--- config.mk ---
export PLATFORM = sky130hd
export DESIGN_NAME = gbn_queue
export DESIGN_NICKNAME = d
export VERILOG_FILES = /design/src/hw/rtl/gbn_pkg.sv /design/src/hw/rtl/gbn_queue.sv
export SDC_FILE = /design/constraint.sdc
export NUM_CORES = 1
export LEC_CHECK = 0
export BUFFER_PORTS_ARGS = -buffer_cell sky130_fd_sc_hd__buf_2
export CAP_MARGIN = 40
export CORE_UTILIZATION = 24
export CTS_CLUSTER_SIZE = 10
export DETAILED_ROUTE_END_ITERATION = 12
export PLACE_DENSITY = 0.52
export REMOVE_ABC_BUFFERS = 1
export SYNTH_ARGS = -nofsm -noshare
export SYNTH_HDL_FRONTEND = slang
export SYNTH_SLANG_ARGS = --single-unit
--- constraint.sdc ---
create_clock -name clock -period 37.2 [get_ports clock]
set_input_delay 7.44 -clock clock [delete_from_list [all_inputs] [get_ports clock]]
set_output_delay 7.44 -clock clock [all_outputs]
set_load 0.005 [all_outputs]
--- src/hw/rtl/gbn_pkg.sv ---
// ----------------------------------------------------------------------------
// gbn_pkg
// shared types, constants and codes of the go-back-n sender
// ----------------------------------------------------------------------------
package gbn_pkg;

   // sizing
   localparam int MAX_WINDOW    = 16;
   localparam int BUFFER_DEPTH  = 64;
   localparam int PAYLOAD_BYTES = 20;
   localparam int QUEUE_DEPTH   = 2;

   localparam int BUF_AW   = $clog2(BUFFER_DEPTH);
   localparam int WIN_W    = 5;
   localparam int EWIN_W   = $clog2(MAX_WINDOW + 1);
   localparam int PL_W     = PAYLOAD_BYTES * 8;
   localparam int BSUM_W   = $clog2(PAYLOAD_BYTES * 128) + 1;
   localparam int SLOT_W   = PL_W + BSUM_W;
   localparam int QPTR_W   = $clog2(QUEUE_DEPTH);
   localparam int QCNT_W   = $clog2(QUEUE_DEPTH + 1);

   // byte sum is formed in groups, then the groups are added
   localparam int GROUP_BYTES = 5;
   localparam int N_GROUPS    = PAYLOAD_BYTES / GROUP_BYTES;
   localparam int PSUM_W      = $clog2(GROUP_BYTES * 128) + 1;

   typedef enum logic [1:0] {
      CMD_MESSAGE = 2'd0,
      CMD_ACK     = 2'd1,
      CMD_TIMEOUT = 2'd2,
      CMD_NONE    = 2'd3
   } cmd_type;

   typedef enum logic [1:0] {
      TMR_NONE    = 2'd0,
      TMR_START   = 2'd1,
      TMR_STOP    = 2'd2,
      TMR_RESTART = 2'd3
   } timer_type;

   typedef enum logic [1:0] {
      BK_IDLE,
      BK_DECODE,
      BK_SEND,
      BK_EMIT
   } bk_state_type;

   typedef struct packed {
      logic [1:0]         command;
      logic [63:0]        payload_lo;
      logic [63:0]        payload_mid;
      logic [31:0]        payload_hi;
      logic [31:0]        ack_seqnum;
      logic [31:0]        ack_number;
      logic signed [31:0] ack_checksum;
   } req_type;

   typedef struct packed {
      logic               packet_valid;
      logic [31:0]        packet_seq;
      logic signed [31:0] packet_sum;
      logic [63:0]        out_payload_lo;
      logic [63:0]        out_payload_mid;
      logic [31:0]        out_payload_hi;
      logic [1:0]         timer_action;
      logic               message_dropped;
      logic               last_of_run;
   } rsp_type;

   // classified item between front and back
   typedef struct packed {
      cmd_type                   command;
      logic [PL_W-1:0]           payload;
      logic signed [BSUM_W-1:0]  byte_sum;
      logic [31:0]               ack_seqnum;
      logic [31:0]               ack_number;
      logic [31:0]               ack_checksum;
   } qent_type;

   typedef struct packed {
      logic full;
      logic empty;
   } q_status_type;

endpackage

--- src/hw/rtl/gbn_queue.sv ---
// ----------------------------------------------------------------------------
// gbn_queue
// short fifo of classified items between front and back
// ----------------------------------------------------------------------------
module gbn_queue
   import gbn_pkg::*;
(
   input  logic         clock,
   input  logic         reset,
   input  logic         push,
   input  qent_type     push_data,
   input  logic         pop,
   output qent_type     pop_data,
   output q_status_type status
);

   qent_type entry_ff [QUEUE_DEPTH];
   logic [QPTR_W-1:0] wr_ptr_ff, wr_ptr_in;
   logic [QPTR_W-1:0] rd_ptr_ff, rd_ptr_in;
   logic [QCNT_W-1:0] count_ff, count_in;

   function automatic logic [QPTR_W-1:0] ptr_next(input logic [QPTR_W-1:0] p);
      ptr_next = (p == QPTR_W'(QUEUE_DEPTH - 1)) ? '0 : p + 1'b1;
   endfunction

   assign wr_ptr_in = push ? ptr_next(wr_ptr_ff) : wr_ptr_ff;
   assign rd_ptr_in = pop  ? ptr_next(rd_ptr_ff) : rd_ptr_ff;

   always_comb begin
      count_in = count_ff;
      if (push && !pop) begin
         count_in = count_ff + 1'b1;
      end else if (pop && !push) begin
         count_in = count_ff - 1'b1;
      end
   end

   assign status.full  = (count_ff == QCNT_W'(QUEUE_DEPTH));
   assign status.empty = (count_ff == '0);
   assign pop_data     = entry_ff[rd_ptr_ff];

   always_ff @(posedge clock) begin
      if (reset) begin
         wr_ptr_ff <= '0;
         rd_ptr_ff <= '0;
         count_ff  <= '0;
      end else begin
         wr_ptr_ff <= wr_ptr_in;
         rd_ptr_ff <= rd_ptr_in;
         count_ff  <= count_in;
      end
      if (push) begin
         entry_ff[wr_ptr_ff] <= push_data;
      end
   end

endmodule

==> results.toml <==
[worst_hold_path]
hold_end = "count_ff[1]"
hold_start = "count_ff[1]"
holdPathStages = 2
worst_hold_path_type = "reg2reg"

[synthesis]
syn-instance-count = 865
syn-cell-area_um2 = 20530
postSynthAreaPerCell_um2 = 23.74
synth_top_area_share_pct = 79.26
yosys.area.top_type = "edfxtp_1"
ys_ff_latch = 547
ys_seq_area_share_pct = 79.75
ys_types = 16
yosysWarnings = 0
synth_area_leaders = "edfxtp_1, mux2_4, mux2_2, buf_6, dfxtp_1"

[power_and_ir_drop]
power-per-cell-area_nw_per_um2 = 54.86
p_sw_mw = 0.3189
vdd_drop_max_uv = 34.22
power_leakage_nw = 10.13
clockPowerShare_pct = 39.3
power_frac_comb_pct = 10.7
pwr-share-seq_pct = 50.1
p_int_mw = 1.141
swShare_pct = 21.84

[cells_and_area]
multi_input_area_um2 = 3876
ff_latch_area_um2 = 16380
drive_gt1_share_pct = 61.30
nets = 1746
fillers = 8220
areaGrowthSynthToFinish_pct = 29.63
stdcell_count = 2634
final_util_pct = 31.60

[detailed_routing]
drcViolationCount = 0
ant_nets = 0
first_pass_iters = 4
drt-initial-drc-count = 344
vias_per_cell = 3.874
drt-total-wl_mm = 45.90
detail_route.wl_per_cell_um = 17.43
num_vias = 10200

[die]
ioPinCount = 548
num_rows = 106
fp.dieH_um = 294.5
die_x_um = 294.5
die-area_um2 = 86730
start_util_pct = 24.38
core_area_um2 = 84220

[critical_path]
path_cells = "buf_4, buf_16, buf_4, buf_4, mux2_2, buf_2"
critPathCaptureType = "primary output"
max_stage_delay_ns = 0.73
timing.rr.end = "entry_ff[1][209]"
crit_type = "reg2out"
cp_max_fo = 45
ff2ff_path_depth = 3
required_ns = 29.76
r2r-start = "wr_ptr_ff"
slowest_stage = "buf_4"
crit_path_frequent_cell = "buf_4"
r2r_slack_ns = 34.40
cp.arrival_ns = 3.93
critPathLaunchType = "flip-flop"

[clock_network]
clockBufferDepth = 3
cts_hold_buf = 0
clockRootBuffer = "clkbuf_16"
clkLatencyLatePin_ns = 0.59
cts-resized-gates = 0
cts_tree = "built"
cts-htree-levels = 3
numCtsBuffers = 67
cts.sinks = 547
clk_pin_slew_worst_paths_ns = 0.05
cts_setup_buffers = 0

[sta]
slew_violations = 0
finalSetupViolCount = 0
tns_ns = 0
fin_crit_sh_pct = 30.56
finalHoldViolations = 0
period_needed_ns = 11.37
worst_pin_slew_ns = 1.048
fmax_mhz = 87.96
slew_headroom_pct = 30.15
finClkSkew_ns = 0.03272
rsz0062_at_grt = "no"

[place]
dp_cells = 2535
port_buffers = 547
gp_congestion = 0.7508
hpwl_mm = 31.87

[run_status]
status = "complete, no violations"

[global_route]
grt_usage_pct = 10.13
grt_pass1_wl_mm = 65.81
grt_max_degree = 140
grt_overflow = 0
grt_antenna_before_repair = 8
grt_pass1_vias = 10800

[run]
maxCapViolCount = 0
-- registers in the layout (all words and copies together), names as in the netlist, named ones only --
name       cells
rd_ptr_ff      1
count_ff       2
wr_ptr_ff      1
entry_ff     542
-- placed cells by master, fill, tap and decap left out, types with 2 or more instances in the layout --
master,synthesis,layout
mux2_4,190,190
edfxtp_1,542,542
xor2_1,2,2
clkbuf_1,0,16
mux2_2,81,81
dfxtp_1,5,4
clkinv_1,0,2
diode_2,0,4
buf_2,8,547
buf_16,0,7
nor2_1,5,5
xnor2_1,2,2
clkbuf_16,0,69
clkinv_8,0,4
buf_4,0,11
-- worst max-delay path, delay by kind of cell, from the launching register on --
kind                   cells  cell delay (ns)
muxes                      1             0.42
buffers and inverters      5             2.15
DFF                        1             0.63
-- through the flow --
stage	hold WS (ns)	total power [mW]	area, um2	setup slack [ns]
detailed placement	0.4994	0.9034	24710	26.37
finish	0.5122	1.460	26620	25.83
global placement	0.4808	0.8968	24520	26.19
CTS	0.5127	1.488	26610	25.69
floorplan	0.4608	0.8680	20250	17.16
global route	0.5312	1.516	26610	25.59
-- cell type report --
type	count	area share, %
clock inverter	9	0.3573
multi-input combinational	287	14.56
sequential	547	61.54
inverter	1	0.01410
antenna	4	0.03761
timing repair buffer	566	11.39
clock buffer	86	6.764
tap	1134	5.331
-- kinds of logic (layout without fill, tap and decap cells) --
| group | Yosys count | count (layout) | synth area share (%) |
|---|---|---|---|
| flops | 547 | 547 | 79.75 |
| mux | 271 | 271 | 18.34 |
| buf+inv | 31 | 662 | 1.420 |
| simple gates | 9 | 9 | 0.2133 |
| xor+xnor | 4 | 4 | 0.1706 |
| compound gates | 2 | 2 | 0.04870 |
| fa+ha+maj | 1 | 1 | 0.06092 |
| other cells | 0 | 4 | 0 |
-- cell usage after synthesis --
| library cell | n |
|---|---|
| edfxtp_1 | 542 |
| mux2_4 | 190 |
| mux2_2 | 81 |
| buf_6 | 22 |
| buf_2 | 8 |
| dfxtp_1 | 5 |
| nor2_1 | 5 |
| nor2b_1 | 2 |
| xnor2_1 | 2 |
| xor2_1 | 2 |
| a21oi_1 | 1 |
| and2_1 | 1 |
| ha_1 | 1 |
| inv_1 | 1 |
| o21ai_0 | 1 |
| or3_1 | 1 |
-- power by group through the flow --
stage	clock [mW]	combinational (mW)	sequential, mW
after global routing	0.615	0.168	0.734
after CTS	0.597	0.160	0.731
final	0.574	0.156	0.731
after detailed placement	0	0.160	0.744
after floorplan	0	0.104	0.764
after global placement	0	0.154	0.743
-- worst max path at each step --
stage | end | slack, ns | depth (start not counted)
after CTS | pop_data[260] | 25.69 | 6
after floorplan | entry_ff[0][0] | 17.16 | 1
after global placement | pop_data[260] | 26.19 | 5
after detailed placement | pop_data[260] | 26.37 | 6
after global routing | pop_data[260] | 25.59 | 6
final | pop_data[260] | 25.83 | 6
-- layer usage --
layer | GRT usage [%] | routed length [um] | vias to the layer above
li1 | - | - | 4660
met2 | 18.26 | 24410 | 350
met4 | 4.217 | 1423 | 8
met3 | 3.529 | 3422 | 86
met5 | 0 | 49 | -
met1 | 10.63 | 16600 | 5099
No activity file was read; power rests on OpenSTA's default activity.
