[config.mk]
export PLATFORM = sky130hd
export DESIGN_NAME = gbn_front
export DESIGN_NICKNAME = d
export VERILOG_FILES = /design/src/hw/rtl/gbn_pkg.sv /design/src/hw/rtl/gbn_front.sv
export SDC_FILE = /design/constraint.sdc
export NUM_CORES = 1
export LEC_CHECK = 0
export ABC_AREA = 1
export BUFFER_PORTS_ARGS = -buffer_cell sky130_fd_sc_hd__buf_2
export CORE_ASPECT_RATIO = 1.25
export CORE_UTILIZATION = 32
export CTS_BUF_LIST = sky130_fd_sc_hd__clkbuf_8
export CTS_CLUSTER_SIZE = 14
export DETAILED_ROUTE_END_ITERATION = 10
export GPL_TIMING_DRIVEN = 0
export PLACE_DENSITY = 0.58
export SKIP_CTS_REPAIR_TIMING = 1
export SYNTH_ARGS = -nofsm -noshare
export SYNTH_HDL_FRONTEND = slang
export SYNTH_SLANG_ARGS = --single-unit
[constraint.sdc]
create_clock -name clock -period 24.6 [get_ports clock]
set_clock_uncertainty 0.15 [all_clocks]
set_input_delay 3.69 -clock clock [delete_from_list [all_inputs] [get_ports clock]]
set_output_delay 3.69 -clock clock [all_outputs]
set_load 0.005 [all_outputs]
[src/hw/rtl/gbn_pkg.sv]
// ----------------------------------------------------------------------------
// gbn_pkg
// shared types, constants and codes of the go-back-n sender
// ----------------------------------------------------------------------------
package gbn_pkg;

   // sizing
   localparam int MAX_WINDOW    = 16;
   localparam int BUFFER_DEPTH  = 64;
   localparam int PAYLOAD_BYTES = 20;
   localparam int QUEUE_DEPTH   = 2;

   localparam int BUF_AW   = $clog2(BUFFER_DEPTH);
   localparam int WIN_W    = 5;
   localparam int EWIN_W   = $clog2(MAX_WINDOW + 1);
   localparam int PL_W     = PAYLOAD_BYTES * 8;
   localparam int BSUM_W   = $clog2(PAYLOAD_BYTES * 128) + 1;
   localparam int SLOT_W   = PL_W + BSUM_W;
   localparam int QPTR_W   = $clog2(QUEUE_DEPTH);
   localparam int QCNT_W   = $clog2(QUEUE_DEPTH + 1);

   // byte sum is formed in groups, then the groups are added
   localparam int GROUP_BYTES = 5;
   localparam int N_GROUPS    = PAYLOAD_BYTES / GROUP_BYTES;
   localparam int PSUM_W      = $clog2(GROUP_BYTES * 128) + 1;

   typedef enum logic [1:0] {
      CMD_MESSAGE = 2'd0,
      CMD_ACK     = 2'd1,
      CMD_TIMEOUT = 2'd2,
      CMD_NONE    = 2'd3
   } cmd_type;

   typedef enum logic [1:0] {
      TMR_NONE    = 2'd0,
      TMR_START   = 2'd1,
      TMR_STOP    = 2'd2,
      TMR_RESTART = 2'd3
   } timer_type;

   typedef enum logic [1:0] {
      BK_IDLE,
      BK_DECODE,
      BK_SEND,
      BK_EMIT
   } bk_state_type;

   typedef struct packed {
      logic [1:0]         command;
      logic [63:0]        payload_lo;
      logic [63:0]        payload_mid;
      logic [31:0]        payload_hi;
      logic [31:0]        ack_seqnum;
      logic [31:0]        ack_number;
      logic signed [31:0] ack_checksum;
   } req_type;

   typedef struct packed {
      logic               packet_valid;
      logic [31:0]        packet_seq;
      logic signed [31:0] packet_sum;
      logic [63:0]        out_payload_lo;
      logic [63:0]        out_payload_mid;
      logic [31:0]        out_payload_hi;
      logic [1:0]         timer_action;
      logic               message_dropped;
      logic               last_of_run;
   } rsp_type;

   // classified item between front and back
   typedef struct packed {
      cmd_type                   command;
      logic [PL_W-1:0]           payload;
      logic signed [BSUM_W-1:0]  byte_sum;
      logic [31:0]               ack_seqnum;
      logic [31:0]               ack_number;
      logic [31:0]               ack_checksum;
   } qent_type;

   typedef struct packed {
      logic full;
      logic empty;
   } q_status_type;

endpackage

[src/hw/rtl/gbn_front.sv]
// ----------------------------------------------------------------------------
// gbn_front
// takes items in, forms the signed payload byte sum, pushes to the queue
// ----------------------------------------------------------------------------
module gbn_front
   import gbn_pkg::*;
(
   input  logic         clock,
   input  logic         reset,
   input  logic         start,
   output logic         busy,
   input  req_type      req_item,
   input  q_status_type q_status,
   output logic         q_push,
   output qent_type     q_data
);

   logic    s1_valid_ff, s1_valid_in;
   req_type s1_item_ff;
   logic    s2_valid_ff, s2_valid_in;
   req_type s2_item_ff;
   logic signed [PSUM_W-1:0] s2_psum_ff [N_GROUPS];
   logic signed [PSUM_W-1:0] psum_in [N_GROUPS];

   logic s2_free, s1_free, accept;
   logic [PL_W-1:0] s1_payload;
   logic signed [BSUM_W-1:0] bsum;

   assign s2_free = !s2_valid_ff || !q_status.full;
   assign s1_free = !s1_valid_ff || s2_free;
   assign busy    = !s1_free;
   assign accept  = start && !busy;
   assign q_push  = s2_valid_ff && !q_status.full;

   assign s1_valid_in = accept || (s1_valid_ff && !s2_free);
   assign s2_valid_in = s2_free ? s1_valid_ff : s2_valid_ff;

   assign s1_payload = {s1_item_ff.payload_hi, s1_item_ff.payload_mid, s1_item_ff.payload_lo};

   // one partial sum of signed bytes per group
   always_comb begin
      logic signed [PSUM_W-1:0] acc;
      logic [7:0] bt;
      for (int g = 0; g < N_GROUPS; g++) begin
         acc = '0;
         for (int b = 0; b < GROUP_BYTES; b++) begin
            bt  = s1_payload[8*(g*GROUP_BYTES+b) +: 8];
            acc = acc + {{(PSUM_W-8){bt[7]}}, bt};
         end
         psum_in[g] = acc;
      end
   end

   always_comb begin
      logic signed [BSUM_W-1:0] acc;
      acc = '0;
      for (int g = 0; g < N_GROUPS; g++) begin
         acc = acc + {{(BSUM_W-PSUM_W){s2_psum_ff[g][PSUM_W-1]}}, s2_psum_ff[g]};
      end
      bsum = acc;
   end

   always_comb begin
      q_data.command      = cmd_type'(s2_item_ff.command);
      q_data.payload      = {s2_item_ff.payload_hi, s2_item_ff.payload_mid,
                             s2_item_ff.payload_lo};
      q_data.byte_sum     = bsum;
      q_data.ack_seqnum   = s2_item_ff.ack_seqnum;
      q_data.ack_number   = s2_item_ff.ack_number;
      q_data.ack_checksum = s2_item_ff.ack_checksum;
   end

   always_ff @(posedge clock) begin
      if (reset) begin
         s1_valid_ff <= 1'b0;
         s2_valid_ff <= 1'b0;
      end else begin
         s1_valid_ff <= s1_valid_in;
         s2_valid_ff <= s2_valid_in;
      end
      if (accept) begin
         s1_item_ff <= req_item;
      end
      if (s2_free) begin
         s2_item_ff <= s1_item_ff;
         s2_psum_ff <= psum_in;
      end
   end

endmodule

==> results.toml <==
[detailed_routing]
routed_wirelength_um = 50300
route.detailed.wl_per_inst_um = 16.4
detail-route-antenna-nets = 0
firstDrtPassIters = 5
drt_iter0_markers = 490
vias_per_cell = 4.13
detailroute.via_count = 12700
drcViolationCount = 0

[layout]
layout-drive-gt1-share_pct = 32.0
syn2layout_area_growth_pct = 25.7
layout.area.seq_sq_um = 16900
num-fill-cells = 6617
multi_input_comb_area_sq_um = 4740
layout.nets = 2497

[global_routing]
gr-usage-all-layers_pct = 13.9
first_global_vias = 13600
grt_antenna_before_repair = 6
globalRoute.totalOverflow = 0
grt_max_degree = 95
grt_pass1_wl_um = 75300

[clock_tree]
numCtsBuffers = 94
h-tree-depth = 3
clk_transition_reported_paths_ps = 60
cts_max_path_bufs = 3
clock_sinks = 562
root_buffer = "sky130_fd_sc_hd__clkbuf_8"
clk_latency_ps = 680
cts_tree = "yes"

[timing]
timing_max_transition_violations_final = 0
fin_tns_setup_ps = 0
post-route-worst-setup-slack_ps = 16110
post-route-min-period_ps = 8490
tightest_slew_ps = 688
clock.fmax_mhz = 118
count_of_endpoints_failing_hold_in_the_final_timing_report = 0
rsz_0062_raised_after_global_routing = "false"
setup_viol = 0
worst_slew_margin_rel_pct = 54.1
layout_worst_path_cycle_share_pct = 34.5

[power]
power_per_cell_area_nw_per_um2 = 120
total_leakage_power_nw = 12.9
irDropWorstVdd_mv = 0.223

[setup_path]
critical_path_peak_fanout = 44
required_time_worst_endpoint_ps = 20760
timing.setup.critical_path_class = "in2out"
worst_setup_path_end_kind = "output pin"
crit_top_cell = "sky130_fd_sc_hd__buf_2"
cp-start-kind = "primary input"
critical_path.cell_chain = "buf_2 -> nand2_4 -> nor2_1 -> buf_2"
cp_slowest_cell = "sky130_fd_sc_hd__nand2_4"
critical_path_arrival_ps = 4650
cpPeakStageDelay_ps = 350

[logic_synthesis]
netlist-cell-type-count = 17
synth_cell_count_leaders = "sky130_fd_sc_hd__edfxtp_1 (560), sky130_fd_sc_hd__inv_1 (355), sky130_fd_sc_hd__nand2_1 (171)"
synthCells = 1414
mappedNetlistNets = 1860
synth.top_cells.by_area = "sky130_fd_sc_hd__edfxtp_1 (73%), sky130_fd_sc_hd__fa_1 (11%), sky130_fd_sc_hd__inv_1 (5.8%)"
synth_largest_type_area_fraction_pct = 73.4
post_synth_top_area_cell = "sky130_fd_sc_hd__edfxtp_1"
syn_area_sq_um = 22900
synth_async_sr_flop_share_pct = 0
ys_ff_latch = 562
ys_warn_count = 0
yosys_most_used_dff = "sky130_fd_sc_hd__edfxtp_1"
syn-mean-instance-area_sq_um = 16.2
synth_sequential_area_ratio_pct = 73.5
synth_enable_flop_cells = 560
post-synth-top-count-cell = "sky130_fd_sc_hd__edfxtp_1"

[run]
max_cap_violations = 0

[run_status]
status = "completed"

[die]
initial_core_util_pct = 32.4
fp.dieH_um = 301
die_width_um = 241
core_rows = 109
die-area_sq_um = 72700
placeableCoreArea_sq_um = 70800
io-pin-count = 536

[place]
buffer_ports.inserted = 534
dp_hpwl_um = 37600
pre_cts_slack_ps = 16080
gp_congestion = 0.796

[hold_path]
hold_path_class = "reg2reg"
-- cells in the final DEF, fill, tap and decap left out, types with 7 or more instances in the layout --
master                       n
sky130_fd_sc_hd__fa_1      127
sky130_fd_sc_hd__ha_1       56
sky130_fd_sc_hd__buf_16      7
sky130_fd_sc_hd__inv_1     375
sky130_fd_sc_hd__buf_2     534
sky130_fd_sc_hd__clkinv_2   19
sky130_fd_sc_hd__edfxtp_1  560
sky130_fd_sc_hd__a21oi_1    22
sky130_fd_sc_hd__o21bai_1    8
sky130_fd_sc_hd__nand3_1    41
sky130_fd_sc_hd__nand4_1    11
sky130_fd_sc_hd__xor2_1     22
sky130_fd_sc_hd__nand2_1   170
sky130_fd_sc_hd__clkinv_1   21
sky130_fd_sc_hd__nor2_1     26
sky130_fd_sc_hd__clkbuf_8   96
-- final cells by class --
| class | instances | share of cell area (%) |
|---|---|---|
| sequential | 562 | 58.5 |
| clock buffer | 96 | 4.59 |
| clock inverter | 76 | 1.72 |
| antenna | 1 | 0.00869 |
| timing repair buffer | 541 | 9.95 |
| multi-input combinational | 497 | 16.5 |
| inverter | 355 | 4.65 |
| tap | 943 | 4.10 |
-- critical path, delay by kind of cell --
kind	cells	cell delay, ps
buf+inv	2	270
simple gates	2	670
-- report_power, final --
group / switching, W / leakage (nW) / total (W) / internal, W
Clock: 0.000388 / 1.00 / 0.000799 / 0.000411
Combinational: 0.000859 / 6.23 / 0.00143 / 0.000572
Sequential: 0.0000470 / 5.70 / 0.00123 / 0.00118
Total: 0.00129 / 12.9 / 0.00346 / 0.00217
-- kinds of logic (layout without fill, tap and decap cells) --
kind of cell,after synthesis,in the layout,share of synthesized area (%)
DFF,562,562,73.5
buffers and inverters,355,1068,5.81
and+or+nand+nor,253,253,4.56
adders and majority gates,183,183,14.2
AOI/OAI and AO/OA,34,34,0.895
xor gates and xnor gates,27,27,1.03
other,0,1,0
-- flip-flops by register name (all words and copies together) (netlist names) --
register / count
q_data: 258
s1_item_ff: 258
s1_valid_ff: 1
s2_psum_ff: 44
s2_valid_ff: 1
-- layer usage --
metal	wire [um]	vias up	GRT usage, %
met5	53	-	0
met4	1460	8	6.19
met3	4380	103	5.14
met2	25800	453	24.2
met1	18600	6139	15.0
li1	-	5975	-
-- stage by stage --
step | hold WS (ps) | utilization, % | instance area (sq um) | total power, W | cells
final | 263 | 40.7 | 28800 | 0.00346 | 3071
after global routing | 266 | 40.7 | 28800 | 0.00378 | 3071
after CTS | 265 | 40.7 | 28800 | 0.00353 | 3070
after detailed placement | 255 | 38.1 | 27000 | 0.00270 | 2898
after global placement | 250 | 37.8 | 26800 | 0.00270 | 2891
after floorplan | 250 | - | 22900 | 0.00219 | 1414
-- path summary, 6_finish.rpt --
kind              startpoint        endpoint  slack, ps  cells past startpoint
min           s1_item_ff[91]      q_data[91]        260                      0
max              q_status[1]            busy      16110                      4
min reg2reg   s1_item_ff[91]      q_data[91]        260                      0
max reg2reg  s1_item_ff[145]  s2_psum_ff[20]      20890                     10
Note: power is estimated with default switching activity, not from simulation.
